--- src/rtl/gdx_pkg.sv ---
// Shared types, constants and helpers for the grid index converter.
package gdx_pkg;

	localparam int DIMENSIONS = 3;
	localparam int RES_BITS   = 10;
	localparam int RES_W      = 11;
	localparam int CELL_W     = 30;
	localparam int COORD_W    = 10;
	localparam int STRIDE_W   = 21;
	localparam int TOTAL_W    = 31;
	localparam int CELLS      = 2 * COORD_W;

	localparam logic [1:0] REG_RES_DIM_0 = 2'd0;
	localparam logic [1:0] REG_RES_DIM_1 = 2'd1;
	localparam logic [1:0] REG_RES_DIM_2 = 2'd2;

	localparam logic OP_SPLIT   = 1'b0;
	localparam logic OP_COMBINE = 1'b1;

	localparam logic [RES_W-1:0] RES_RESET = RES_W'(1024);
	localparam logic [RES_W-1:0] RES_TOP   = RES_W'(1 << RES_BITS);

	typedef struct packed {
		logic               operation;
		logic [CELL_W-1:0]  cell_number;
		logic [COORD_W-1:0] coord_zero;
		logic [COORD_W-1:0] coord_one;
		logic [COORD_W-1:0] coord_two;
	} req_t;

	typedef struct packed {
		logic [CELL_W-1:0]  out_cell_number;
		logic [COORD_W-1:0] out_coord_zero;
		logic [COORD_W-1:0] out_coord_one;
		logic [COORD_W-1:0] out_coord_two;
		logic               out_of_range;
	} rsp_t;

	typedef struct packed {
		logic               op;
		logic               oor;
		logic [CELL_W-1:0]  acc;
		logic [COORD_W-1:0] x0;
		logic [COORD_W-1:0] x1;
		logic [COORD_W-1:0] x2;
	} work_t;

	function automatic logic [RES_W-1:0] eff_res(input logic [RES_W-1:0] r, input int axis);
		logic [RES_W-1:0] v;
		v = r;
		if (axis >= DIMENSIONS) v = RES_W'(1);
		else if (r == '0) v = RES_W'(1);
		else if (r > RES_TOP) v = RES_TOP;
		return v;
	endfunction

endpackage

--- src/rtl/gdx_front.sv ---
// Entry stages: capture item, check coordinates, check cell number against the cell count.
module gdx_front import gdx_pkg::*; (
	input  logic                clk,
	input  logic                arst_n,
	input  logic                in_valid,
	output logic                in_ready,
	input  req_t                in_item,
	input  logic [RES_W-1:0]    eff0,
	input  logic [RES_W-1:0]    eff1,
	input  logic [RES_W-1:0]    eff2,
	input  logic [TOTAL_W-1:0]  total,
	output logic                out_valid,
	input  logic                out_ready,
	output work_t               out_item
);
	logic  v_s1, v_s2, v_s3;
	req_t  d_s1;
	work_t d_s2, d_s3;
	logic  en1, en2, en3;
	work_t n2, n3;

	assign en3 = !v_s3 || out_ready;
	assign en2 = !v_s2 || en3;
	assign en1 = !v_s1 || en2;
	assign in_ready = en1;

	always_comb begin
		n2.op  = d_s1.operation;
		n2.x0  = d_s1.coord_zero;
		if (d_s1.operation == OP_COMBINE) begin
			n2.acc = '0;
			n2.x1  = d_s1.coord_one;
			n2.x2  = d_s1.coord_two;
			n2.oor = ({1'b0, d_s1.coord_zero} >= eff0) || ({1'b0, d_s1.coord_one} >= eff1)
				|| ({1'b0, d_s1.coord_two} >= eff2);
		end else begin
			n2.acc = d_s1.cell_number;
			n2.x1  = '0;
			n2.x2  = '0;
			n2.oor = 1'b0;
		end
		n3 = d_s2;
		if (d_s2.op == OP_SPLIT) n3.oor = ({1'b0, d_s2.acc} >= total);
	end

	always_ff @(posedge clk or negedge arst_n) begin
		if (!arst_n) begin
			v_s1 <= 1'b0;
			v_s2 <= 1'b0;
			v_s3 <= 1'b0;
		end else begin
			if (en1) v_s1 <= in_valid;
			if (en2) v_s2 <= v_s1;
			if (en3) v_s3 <= v_s2;
		end
	end

	always_ff @(posedge clk) begin
		if (en1 && in_valid) d_s1 <= in_item;
		if (en2 && v_s1) d_s2 <= n2;
		if (en3 && v_s2) d_s3 <= n3;
	end

	assign out_valid = v_s3;
	assign out_item  = d_s3;
endmodule

--- src/rtl/gdx_cell.sv ---
// One digit step: a restoring division bit for a split, a shift-add bit for a combine.
module gdx_cell import gdx_pkg::*; #(
	parameter int DIM = 2,
	parameter int BIT = 0
) (
	input  logic                clk,
	input  logic                arst_n,
	input  logic [STRIDE_W-1:0] stride,
	input  logic                in_valid,
	output logic                in_ready,
	input  work_t               in_item,
	output logic                out_valid,
	input  logic                out_ready,
	output work_t               out_item
);
	logic              valid_q;
	work_t             item_q;
	work_t             nxt;
	logic [CELL_W+1:0] step;
	logic [CELL_W+1:0] diff;
	logic [COORD_W-1:0] sel;
	logic              en;

	assign en = !valid_q || out_ready;
	assign in_ready = en;
	assign step = (CELL_W+2)'(stride) << BIT;
	assign diff = {2'b00, in_item.acc} - step;
	assign sel  = (DIM == 2) ? in_item.x2 : in_item.x1;

	always_comb begin
		nxt = in_item;
		if (in_item.op == OP_SPLIT) begin
			if (!diff[CELL_W+1]) begin
				nxt.acc = diff[CELL_W-1:0];
				if (DIM == 2) nxt.x2[BIT] = 1'b1;
				else nxt.x1[BIT] = 1'b1;
			end
		end else if (sel[BIT]) begin
			nxt.acc = in_item.acc + step[CELL_W-1:0];
		end
	end

	always_ff @(posedge clk or negedge arst_n) begin
		if (!arst_n) begin
			valid_q <= 1'b0;
		end else if (en) begin
			valid_q <= in_valid;
		end
	end

	always_ff @(posedge clk) begin
		if (en && in_valid) item_q <= nxt;
	end

	assign out_valid = valid_q;
	assign out_item  = item_q;
endmodule

--- src/rtl/grid_index_coord_convert.sv ---
// Top level: resolution registers, entry stages, chain of digit cells and result register.
// Registers from request to result: 24 (3 entry, 20 cells, 1 output).
// Throughput: one item per cycle while rsp_ready is high; each stage holds one item, stalls if full.
// The cell count is two multiplier stages behind the resolution registers.
// Reset: asynchronous, active low; clears all valid bits and sets resolutions to 1024.
module grid_index_coord_convert import gdx_pkg::*; (
	input  logic        clk,
	input  logic        arst_n,
	input  logic        req_valid,
	output logic        req_ready,
	input  req_t        req,
	output logic        rsp_valid,
	input  logic        rsp_ready,
	output rsp_t        rsp,
	input  logic        psel,
	input  logic        penable,
	input  logic        pwrite,
	input  logic [3:0]  paddr,
	input  logic [31:0] pwdata,
	output logic [31:0] prdata,
	output logic        pready
);
	logic [RES_W-1:0]    res0_q, res1_q, res2_q;
	logic [RES_W-1:0]    eff0, eff1, eff2;
	logic [STRIDE_W-1:0] stride2_q;
	logic [TOTAL_W-1:0]  total_q;
	logic                wr;

	logic  v   [0:CELLS];
	logic  rdy [0:CELLS];
	work_t w   [0:CELLS];

	logic  out_valid_q;
	rsp_t  out_q;
	rsp_t  res_n;
	logic  en_out;
	work_t fin;

	assign pready = 1'b1;
	assign wr = psel && penable && pwrite;
	assign eff0 = eff_res(res0_q, 0);
	assign eff1 = eff_res(res1_q, 1);
	assign eff2 = eff_res(res2_q, 2);

	always_ff @(posedge clk or negedge arst_n) begin
		if (!arst_n) begin
			res0_q <= RES_RESET;
			res1_q <= RES_RESET;
			res2_q <= RES_RESET;
		end else if (wr) begin
			unique case (paddr[3:2])
				REG_RES_DIM_0: res0_q <= pwdata[RES_W-1:0];
				REG_RES_DIM_1: res1_q <= pwdata[RES_W-1:0];
				REG_RES_DIM_2: res2_q <= pwdata[RES_W-1:0];
				default: ;
			endcase
		end
	end

	always_comb begin
		unique case (paddr[3:2])
			REG_RES_DIM_0: prdata = 32'(res0_q);
			REG_RES_DIM_1: prdata = 32'(res1_q);
			REG_RES_DIM_2: prdata = 32'(res2_q);
			default:       prdata = '0;
		endcase
	end

	always_ff @(posedge clk) begin
		stride2_q <= STRIDE_W'(eff0) * STRIDE_W'(eff1);
		total_q   <= TOTAL_W'(stride2_q) * TOTAL_W'(eff2);
	end

	gdx_front u_front (
		.clk(clk), .arst_n(arst_n),
		.in_valid(req_valid), .in_ready(req_ready), .in_item(req),
		.eff0(eff0), .eff1(eff1), .eff2(eff2), .total(total_q),
		.out_valid(v[0]), .out_ready(rdy[0]), .out_item(w[0])
	);

	for (genvar i = 0; i < CELLS; i++) begin : g_cell
		localparam int DIM = (i < COORD_W) ? 2 : 1;
		localparam int BIT = COORD_W - 1 - (i % COORD_W);
		logic [STRIDE_W-1:0] stride;
		assign stride = (DIM == 2) ? stride2_q : STRIDE_W'(eff0);
		gdx_cell #(.DIM(DIM), .BIT(BIT)) u_cell (
			.clk(clk), .arst_n(arst_n), .stride(stride),
			.in_valid(v[i]), .in_ready(rdy[i]), .in_item(w[i]),
			.out_valid(v[i+1]), .out_ready(rdy[i+1]), .out_item(w[i+1])
		);
	end

	assign en_out = !out_valid_q || rsp_ready;
	assign rdy[CELLS] = en_out;
	assign fin = w[CELLS];

	always_comb begin
		res_n = '0;
		res_n.out_of_range = fin.oor;
		if (!fin.oor) begin
			if (fin.op == OP_COMBINE) begin
				res_n.out_cell_number = fin.acc + CELL_W'(fin.x0);
			end else begin
				res_n.out_coord_zero = fin.acc[COORD_W-1:0];
				res_n.out_coord_one  = fin.x1;
				res_n.out_coord_two  = fin.x2;
			end
		end
	end

	always_ff @(posedge clk or negedge arst_n) begin
		if (!arst_n) begin
			out_valid_q <= 1'b0;
		end else if (en_out) begin
			out_valid_q <= v[CELLS];
		end
	end

	always_ff @(posedge clk) begin
		if (en_out && v[CELLS]) out_q <= res_n;
	end

	assign rsp_valid = out_valid_q;
	assign rsp = out_q;

`ifndef SYNTH
	a_oor_zero: assert property (@(posedge clk) disable iff (!arst_n)
		rsp_valid && rsp.out_of_range |-> rsp.out_cell_number == '0
		&& rsp.out_coord_zero == '0 && rsp.out_coord_one == '0 && rsp.out_coord_two == '0)
		else $error("out of range result carries data");
	a_one_kind: assert property (@(posedge clk) disable iff (!arst_n)
		rsp_valid && rsp.out_cell_number != '0 |-> rsp.out_coord_one == '0
		&& rsp.out_coord_two == '0 && rsp.out_coord_zero == '0)
		else $error("result mixes cell number and coordinates");
	a_stride: assert property (@(posedge clk) disable iff (!arst_n)
		$past(arst_n) |-> stride2_q == STRIDE_W'($past(eff0)) * STRIDE_W'($past(eff1)))
		else $error("stride register out of step");
	a_ready_full: assert property (@(posedge clk) disable iff (!arst_n)
		!rsp_valid |-> rdy[CELLS])
		else $error("output stage stalls while empty");
`endif
endmodule
--- config.mk ---
export PLATFORM = sky130hd
export DESIGN_NAME = grid_index_coord_convert
export DESIGN_NICKNAME = d
export VERILOG_FILES = /design/src/rtl/gdx_pkg.sv /design/src/rtl/gdx_front.sv /design/src/rtl/gdx_cell.sv /design/src/rtl/grid_index_coord_convert.sv
export SDC_FILE = /design/constraint.sdc
export NUM_CORES = 2
export LEC_CHECK = 0
export BUFFER_PORTS_ARGS = -buffer_cell sky130_fd_sc_hd__buf_2
export CORE_MARGIN = 1.5
export CORE_UTILIZATION = 55
export CTS_CLUSTER_DIAMETER = 30
export DETAILED_ROUTE_END_ITERATION = 6
export GPL_ROUTABILITY_DRIVEN = 1
export PLACE_DENSITY = 0.74
export SLEW_MARGIN = 30
export SYNTH_ARGS = -nofsm -noshare
export SYNTH_HDL_FRONTEND = slang
export SYNTH_SLANG_ARGS = --single-unit
export TNS_END_PERCENT = 10
--- constraint.sdc ---
create_clock -name clk -period 6.8 [get_ports clk]
set_input_delay 1.02 -clock clk [delete_from_list [all_inputs] [get_ports clk]]
set_output_delay 1.02 -clock clk [all_outputs]
set_load 0.05 [all_outputs]
# Word level (Yosys, flattened, before mapping)
# Cells that the tools add are included.
dict set report word_totals {
  memories 0
  out_inout_bits 96
  romBits 0
  ramBits 0
  latch_bits 0
  reg_bits 1595
}
dict set report classes {
  shift 0
  eq_ne 2
  n_mul 2
  n_div 0
  n_addsub 41
  n_mux 108
  bitwise 1
  n_reduce_logical 85
  n_lt_le_gt_ge 7
}
# cell n
set ops {}
lappend ops {{2-to-1 mux 30 bit} 60}
lappend ops {{2-to-1 mux 11 bit} 6}
lappend ops {{2-to-1 mux 1 bit} 41}
lappend ops {{>= comparator 10 x 11 -> 1 bit} 3}
lappend ops {{greater-than comparator 11 bit, second input constant} 3}
lappend ops {{zero test 11 bit} 3}
lappend ops {{one-hot mux 11 bit (3 select lines)} 1}
lappend ops {{>= comparator 30 x 31 -> 1 bit} 1}
lappend ops {{multiplier 21 x 11 -> 31 bit} 1}
lappend ops {{subtractor 30 x 11 -> 31 bit} 1}
lappend ops {{subtractor 30 x 12 -> 31 bit} 1}
lappend ops {{subtractor 30 x 13 -> 31 bit} 1}
lappend ops {{subtractor 30 x 14 -> 31 bit} 1}
lappend ops {{subtractor 30 x 15 -> 31 bit} 1}
lappend ops {{subtractor 30 x 16 -> 31 bit} 1}
lappend ops {{subtractor 30 x 17 -> 31 bit} 1}
lappend ops {{subtractor 30 x 18 -> 31 bit} 1}
lappend ops {{subtractor 30 x 19 -> 31 bit} 1}
lappend ops {{subtractor 30 x 20 -> 31 bit} 1}
lappend ops {{subtractor 30 x 21 -> 31 bit} 1}
lappend ops {{subtractor 30 x 22 -> 31 bit} 1}
lappend ops {{subtractor 30 x 23 -> 31 bit} 1}
lappend ops {{subtractor 30 x 24 -> 31 bit} 1}
lappend ops {{subtractor 30 x 25 -> 31 bit} 1}
lappend ops {{36 further kinds} 112}

# Logic depth before layout (Yosys ltp)
dict set report depth {
  depth_word 26
  depth_mapped 26
}

# Cells and area by module
# From an unflattened synthesis, not the netlist that was laid out.
dict set report unflattened {
  cells_unflattened 12533
  hier_area_um2 122727.7
}
# mod n_inst area_each_um2 cells_per_inst
set by_module_without_submodules {}
lappend by_module_without_submodules {grid_index_coord_convert 1 17232.8 1861}
lappend by_module_without_submodules {{gdx_cell (g_cell[0].u_cell ...)} 2 4702.0 474}
lappend by_module_without_submodules {gdx_front 1 7546.0 467}
lappend by_module_without_submodules {{gdx_cell (g_cell[18].u_cell)} 1 5216.3 548}
lappend by_module_without_submodules {{gdx_cell (g_cell[9].u_cell)} 1 5185.0 561}
lappend by_module_without_submodules {{gdx_cell (g_cell[19].u_cell)} 1 5112.4 554}
lappend by_module_without_submodules {{gdx_cell (g_cell[16].u_cell)} 1 5082.4 539}
lappend by_module_without_submodules {{gdx_cell (g_cell[8].u_cell)} 1 5004.8 518}
lappend by_module_without_submodules {{gdx_cell (g_cell[6].u_cell)} 1 4998.5 532}
lappend by_module_without_submodules {{gdx_cell (g_cell[7].u_cell)} 1 4966.0 519}
lappend by_module_without_submodules {{gdx_cell (g_cell[4].u_cell)} 1 4953.5 524}
lappend by_module_without_submodules {{gdx_cell (g_cell[17].u_cell)} 1 4949.7 518}
lappend by_module_without_submodules {{gdx_cell (g_cell[3].u_cell)} 1 4885.9 496}
lappend by_module_without_submodules {{gdx_cell (g_cell[13].u_cell)} 1 4884.7 520}
lappend by_module_without_submodules {{7 more rows} -- -- --}

# Worst setup path before layout
# Ideal clock, no wire load.
dict set report synth_timing {
  path_type {register -> register}
  from {reg res0_q[10]}
  to {reg stride2_q[20], in the netlist g_cell[0].stride[20]}
  arrival_time_ns 6.884
  synth_period_minus_slack_ns 6.956
  setup_slack_ns -0.156
  t_required_ns 6.728
  path_stages_with_launch 22
  path_buffers 1
  setup_time_ns 0.072
  cell_sequence {dfstp_2 -> clkbuf_1 -> clkinv_1 -> nand2_1 -> inv_1 -> and2_1 -> fa_1 -> inv_1 -> fa_1 -> inv_1 -> fa_1 -> fa_1 -> fa_1 -> ha_1 -> a21o_1 -> a21o_1 -> a21oi_1 -> a31oi_1 -> o41ai_1 -> o21bai_1 -> a21oi_1 -> xnor2_1}
}
dict set report synth_between {
  elab_chain_cells 4
  elab_cells_between_ends 5
  classes_between {mul: 1; order compare: 1; mux: 2; reduce/logical: 1}
}
# item line_no
set synth_lines {}
lappend synth_lines {{start, declared} grid_index_coord_convert.sv:23} ;# logic [RES_W-1:0] res0_q, res1_q, res2_q;
lappend synth_lines {{start signal, assigned} grid_index_coord_convert.sv:52} ;# REG_RES_DIM_0: res0_q <= pwdata[RES_W-1:0];
lappend synth_lines {{greater-than comparator 11 bit} gdx_pkg.sv:53} ;# else if (r > RES_TOP) v = RES_TOP;
lappend synth_lines {{2-to-1 mux 11 bit} gdx_pkg.sv:53}
lappend synth_lines {{2-to-1 mux 11 bit (*)} gdx_pkg.sv:52} ;# else if (r == '0) v = RES_W'(1);
lappend synth_lines {{multiplier 11 x 11 -> 21 bit (*)} grid_index_coord_convert.sv:70} ;# stride2_q <= STRIDE_W'(eff0) * STRIDE_W'(eff1);
lappend synth_lines {{end signal, assigned} grid_index_coord_convert.sv:70}
lappend synth_lines {{end, declared} grid_index_coord_convert.sv:25} ;# logic [STRIDE_W-1:0] stride2_q;
# Every way passes the cells marked *; elsewhere a longest branch is shown, timed or not.
# A chain may end at the register's enable or synchronous reset.

# Final worst setup path
dict set report layout_timing {
  from {reg res0_q[10]}
  to {reg stride2_q[19], in the netlist g_cell[0].stride[19]}
}
# Same word-level chain as after synthesis.

==> summary.md <==
| Metric | Value |
|---|---|
| Maximum achievable frequency | about 150 MHz |
| Final RePlAce weighted congestion | just under 1 |
| Detailed Place HPWL | roughly 220 mm |
| Unrepaired setup endpoints after global routing | false |
| Power Density | 521 mW/mm^2 |
| Critical path endpoint category | flop |
| Depth of the worst register-to-register path | 22 |
| P_int | between 30 and 40 mW |
| Detail-routed net length per standard cell | around 23 microns |
| Setup violation total in the final timing report | 0 |
| TritonCTS clock tree | built |
| Iteration count of the initial detailed-routing pass | 7 |
| Number of warning messages in the yosys log | 0 |
| Area leader, netlist | sky130_fd_sc_hd__edfxtp_1 |
| Quantity of hold-fixing buffers added after cts | 0 |
| Maximum number of pins on one net before global-route repair | 63 |
| Run status | finished with violations |
| Max Fanout on Critical Path | 14 |
| Die Height | 440 microns |
| DRC viols | 2 |
| Register share of total power | 25.4% |
| Final sum of negative setup slack | 0 ns |
| Clock network latency to the later pin of the worst-skew pair | between 0.9 and 1 ns |
| First-pass GRT wire length | ~470 mm |
| # port buffers | 154 |
| Count of max-cap constraint violations | 0 |
| First-iteration detailed-routing DRC count | around 6300 |
| Initial cell density of the core | a little under three fifths |
| Total Wirelength | 309 mm |
| Type of the worst setup path | flop to flop |
| Post-Synthesis Mean Instance Area | between 10 and 15 sq um |
| Final hold violation count | 0 |
| Number of cells on the worst hold path | 1 |
| Min Clock Period, post-route | approximately 6.5 ns |
| P_leak | between 40 and 50 nW |
| Placement-stage cell area | 0.109 sq mm |
| Die Outline Area | around 0.19 sq mm |
| Total vias in the final route | 79916 |
| Total congestion overflow | 0 |
| Number of levels the H-tree was split into | 5 |
| Largest cells by area after synthesis | sky130_fd_sc_hd__edfxtp_1 (42%), sky130_fd_sc_hd__ha_1 (9.9%), sky130_fd_sc_hd__fa_1 (5.5%) |
| Worst slack at placement | 0.262 ns |
| Switching portion of total power | between 40% and 50% |
| TritonCTS buffer count | 339 |
| HP Class | primary input to flop |
| IR drop worst, VDD | 0.295 mV |
| Total Nets Final | between 10000 and 15000 |
| Violated checks | DRC |
| Post-route standard cell area excluding fillers | about 0.12 sq mm |
| Share of power burned in the clock network | 25.9% |
| Sequential element share of the synthesized area | 44.8% |
| Main flop type after synthesis | sky130_fd_sc_hd__edfxtp_1 |
| Crit path DAT | 7.29 ns |
| Drt via density | about 6.1 |
| Num rows | 160 |
| Final WS setup | ~0.3 ns |
| Distinct cell type count after synthesis | 104 |
| EDFF count, synth | between 1000 and 1500 |
| Cell count after synthesis | 10129 |
| Post-route fraction of the period consumed by the critical path | between 90 and 100% |
| Non-filler cells in the finished layout | between 10000 and 15000 |
| Worst relative slew slack | 32.1% |
| Final max-slew violation count | 0 |
| Transition at the pin with the smallest max-transition slack | between 1 and 1.5 ns |
| Flop and latch count out of synthesis | between 1500 and 2000 |
| Async set-or-reset flop fraction in the synthesized netlist | between 3 and 4% |
| Combinational Power Share | between 40% and 50% |
| Share of layout cells above drive strength 1 | ~10% |
| Vias in the first global route | about 79000 |
| I/O pins | 200 |
| Worst EP required | about 7.6 ns |
| Post-route antenna net violation count | 0 |
| Combined global-route utilization of all metal layers | approximately a third |
| Critical Path Start Type | flop |
| Worst clock skew on the final layout | 0.0900 ns |
| Max Root-Sink Buffers | 4 |
| Placeable core area | approximately 0.19 sq mm |
| Area growth syn-to-layout | 14.6% |
| Clock transition time at the flip-flop clock pins of the worst setup and hold paths | about 0.050 ns |
| Combined area of all synthesized cells | 0.105 sq mm |
| Root cell of the clock tree | sky130_fd_sc_hd__clkbuf_16 |
| Chip Width | between 400 and 500 microns |
| Initial antenna violation count | 7 |
| Number of placed cells counting well taps | approximately 13000 |
| Sw power | about 26 mW |
| Clock sink total | about 1600 |
| End-of-flow core utilization | 63.4% |
| Post-synth top area share | between 40% and 50% |
## cell usage after synthesis (all sizes together), types with 80 or more instances
library cell	n
edfxtp	1486
nor2	878
ha	833
inv	751
nand2	734
a21oi	694
o21ai	614
xnor2	491
clkbuf	368
fa	289
nor3	259
nor2b	199
xor2	163
nand3	150
a211oi	148
nand2b	137
mux2i	125
a21o	121
and2	117
o21bai	104
a31oi	99
o211ai	98
or3	93
o21a	84
and3	80
## sequential cells by signal, summed over array words and instances (netlist names), 11 cells and up
signal                   cells
g_cell.u_cell.out_item    1240
u_front.d_s2                62
u_front.out_item            62
rsp                         61
u_front.d_s1                61
total_q                     31
g_cell.stride               21
g_cell.u_cell.out_valid     20
res0_q                      11
res1_q                      11
res2_q                      11
## area by class of cell
cell class	count	area (sq um)
clock buffer	380	8780
timing repair buffer	361	2370
multi-input combinational	7354	53600
inverter	767	2890
fill	14700	69600
antenna	4	10.0
sequential	1595	47100
tap	2511	3140
clock inverter	224	2520
## power by group through the flow
stage | Sequential, mW | Combinational [mW] | Clock [mW]
2_1_floorplan | 15.3 | 21.9 | 0
3_3_place_gp | 15.9 | 29.2 | 0
3_5_place_dp | 16.0 | 29.7 | 0
4_1_cts | 15.9 | 30.1 | 16.5
5_1_grt | 16.1 | 33.5 | 16.9
6_report | 15.9 | 30.6 | 16.3
## worst max-delay path, stage by stage, from the launching register on
cell and delay (ns):
sky130_fd_sc_hd__dfstp_2 0.62, sky130_fd_sc_hd__clkinvlp_4 0.30, sky130_fd_sc_hd__nand2_1 0.36, sky130_fd_sc_hd__inv_1 0.15, sky130_fd_sc_hd__buf_4 0.27, sky130_fd_sc_hd__nand2_1 0.12
sky130_fd_sc_hd__fa_1 0.45, sky130_fd_sc_hd__inv_1 0.10, sky130_fd_sc_hd__fa_1 0.42, sky130_fd_sc_hd__ha_1 0.30, sky130_fd_sc_hd__fa_1 0.49, sky130_fd_sc_hd__inv_1 0.05
sky130_fd_sc_hd__fa_1 0.48, sky130_fd_sc_hd__inv_1 0.05, sky130_fd_sc_hd__ha_1 0.30, sky130_fd_sc_hd__a21boi_0 0.27, sky130_fd_sc_hd__o21ai_0 0.17, sky130_fd_sc_hd__a21boi_0 0.34
sky130_fd_sc_hd__nor2_1 0.13, sky130_fd_sc_hd__o311ai_0 0.58, sky130_fd_sc_hd__a21o_1 0.19, sky130_fd_sc_hd__a21oi_1 0.09, sky130_fd_sc_hd__xnor2_1 0.14
## cells by family (layout without fill, tap and decap cells)
family	count (synthesis)	in the layout	share of synthesized area (%)
muxes	175	175	1.73
and+or+nand+nor	2921	2921	13.3
xor gates and xnor gates	654	654	5.45
AOI/OAI and AO/OA	2460	2460	14.9
DFF	1595	1595	44.8
other	2	26	0.00715
adders and majority gates	1122	1122	15.4
buffers and inverters	1200	1732	4.40
## through the flow
stage               hold slack [ns]  total power [mW]
finish                        0.258              62.8
global route                  0.217              66.5
CTS                           0.200              62.5
detailed placement            0.405              45.7
global placement              0.400              45.1
floorplan                     0.400              37.2
## timing repair
| item | CTS | global route |
|---|---|---|
| setup buffers | 0 | 0 |
| endpoints found under the setup margin | 0 | 3 |
| gates resized for setup | 0 | 4 |
## path summary, 6_finish.rpt
path	start	endpoint	slack [ns]
worst max-delay path	res0_q[10]	g_cell[0].stride[19]	0.29
worst min-delay path	req[25]	u_front.d_s1[25]	0.26
worst max register to register	res0_q[10]	g_cell[0].stride[19]	0.29
worst min register to register	g_cell[12].u_cell.out_item[11]	g_cell[13].u_cell.out_item[11]	0.34
max in group asynchronous	arst_n	g_cell[15].u_cell.out_valid	5.88
min in group asynchronous	arst_n	res0_q[1]	0.31
## cells in the final DEF, fill, tap and decap left out, types with 41 or more instances in the layout
cell / Yosys / routed
sky130_fd_sc_hd__a211oi_1: 146 / 144
sky130_fd_sc_hd__nor2b_1: 199 / 190
sky130_fd_sc_hd__ha_1: 833 / 833
sky130_fd_sc_hd__nor3_1: 257 / 256
sky130_fd_sc_hd__xor2_1: 163 / 163
sky130_fd_sc_hd__and3_1: 80 / 80
sky130_fd_sc_hd__nand2_1: 734 / 733
sky130_fd_sc_hd__dfxtp_1: 52 / 49
sky130_fd_sc_hd__buf_4: 22 / 201
sky130_fd_sc_hd__clkbuf_16: 0 / 345
sky130_fd_sc_hd__o21ai_1: 73 / 73
sky130_fd_sc_hd__clkinv_2: 0 / 41
sky130_fd_sc_hd__o22ai_1: 46 / 46
sky130_fd_sc_hd__mux2i_1: 125 / 125
sky130_fd_sc_hd__inv_6: 0 / 43
sky130_fd_sc_hd__o31ai_1: 62 / 62
sky130_fd_sc_hd__a21oi_1: 693 / 693
sky130_fd_sc_hd__o211ai_1: 98 / 98
sky130_fd_sc_hd__xnor2_1: 491 / 491
sky130_fd_sc_hd__dfrtp_1: 54 / 54
sky130_fd_sc_hd__a31oi_1: 99 / 98
sky130_fd_sc_hd__nor4_1: 61 / 60
sky130_fd_sc_hd__nand3_1: 150 / 150
sky130_fd_sc_hd__a21o_1: 121 / 121
sky130_fd_sc_hd__nor2_1: 878 / 878
sky130_fd_sc_hd__nand4_1: 45 / 45
sky130_fd_sc_hd__and2_1: 117 / 106
sky130_fd_sc_hd__o21a_1: 84 / 84
sky130_fd_sc_hd__or2_2: 46 / 46
sky130_fd_sc_hd__fa_1: 289 / 289
sky130_fd_sc_hd__nand2b_1: 136 / 136
sky130_fd_sc_hd__edfxtp_1: 1486 / 1486
sky130_fd_sc_hd__o21ai_0: 541 / 540
sky130_fd_sc_hd__buf_2: 17 / 154
sky130_fd_sc_hd__or3_1: 93 / 92
sky130_fd_sc_hd__mux2_2: 47 / 47
sky130_fd_sc_hd__inv_1: 748 / 747
sky130_fd_sc_hd__o21bai_1: 104 / 104
## metal layers
metal	global-route usage (%)	part of all wire, %	wire length, microns	vias to the layer above
li1	-	-	-	37106
met5	0	0.023	72	-
met2	53.7	48	148000	3282
met1	37.1	38	117000	38533
met3	4.58	6.4	19800	983
met4	21.0	7.7	23900	12
Note: power is estimated with default switching activity, not from simulation.
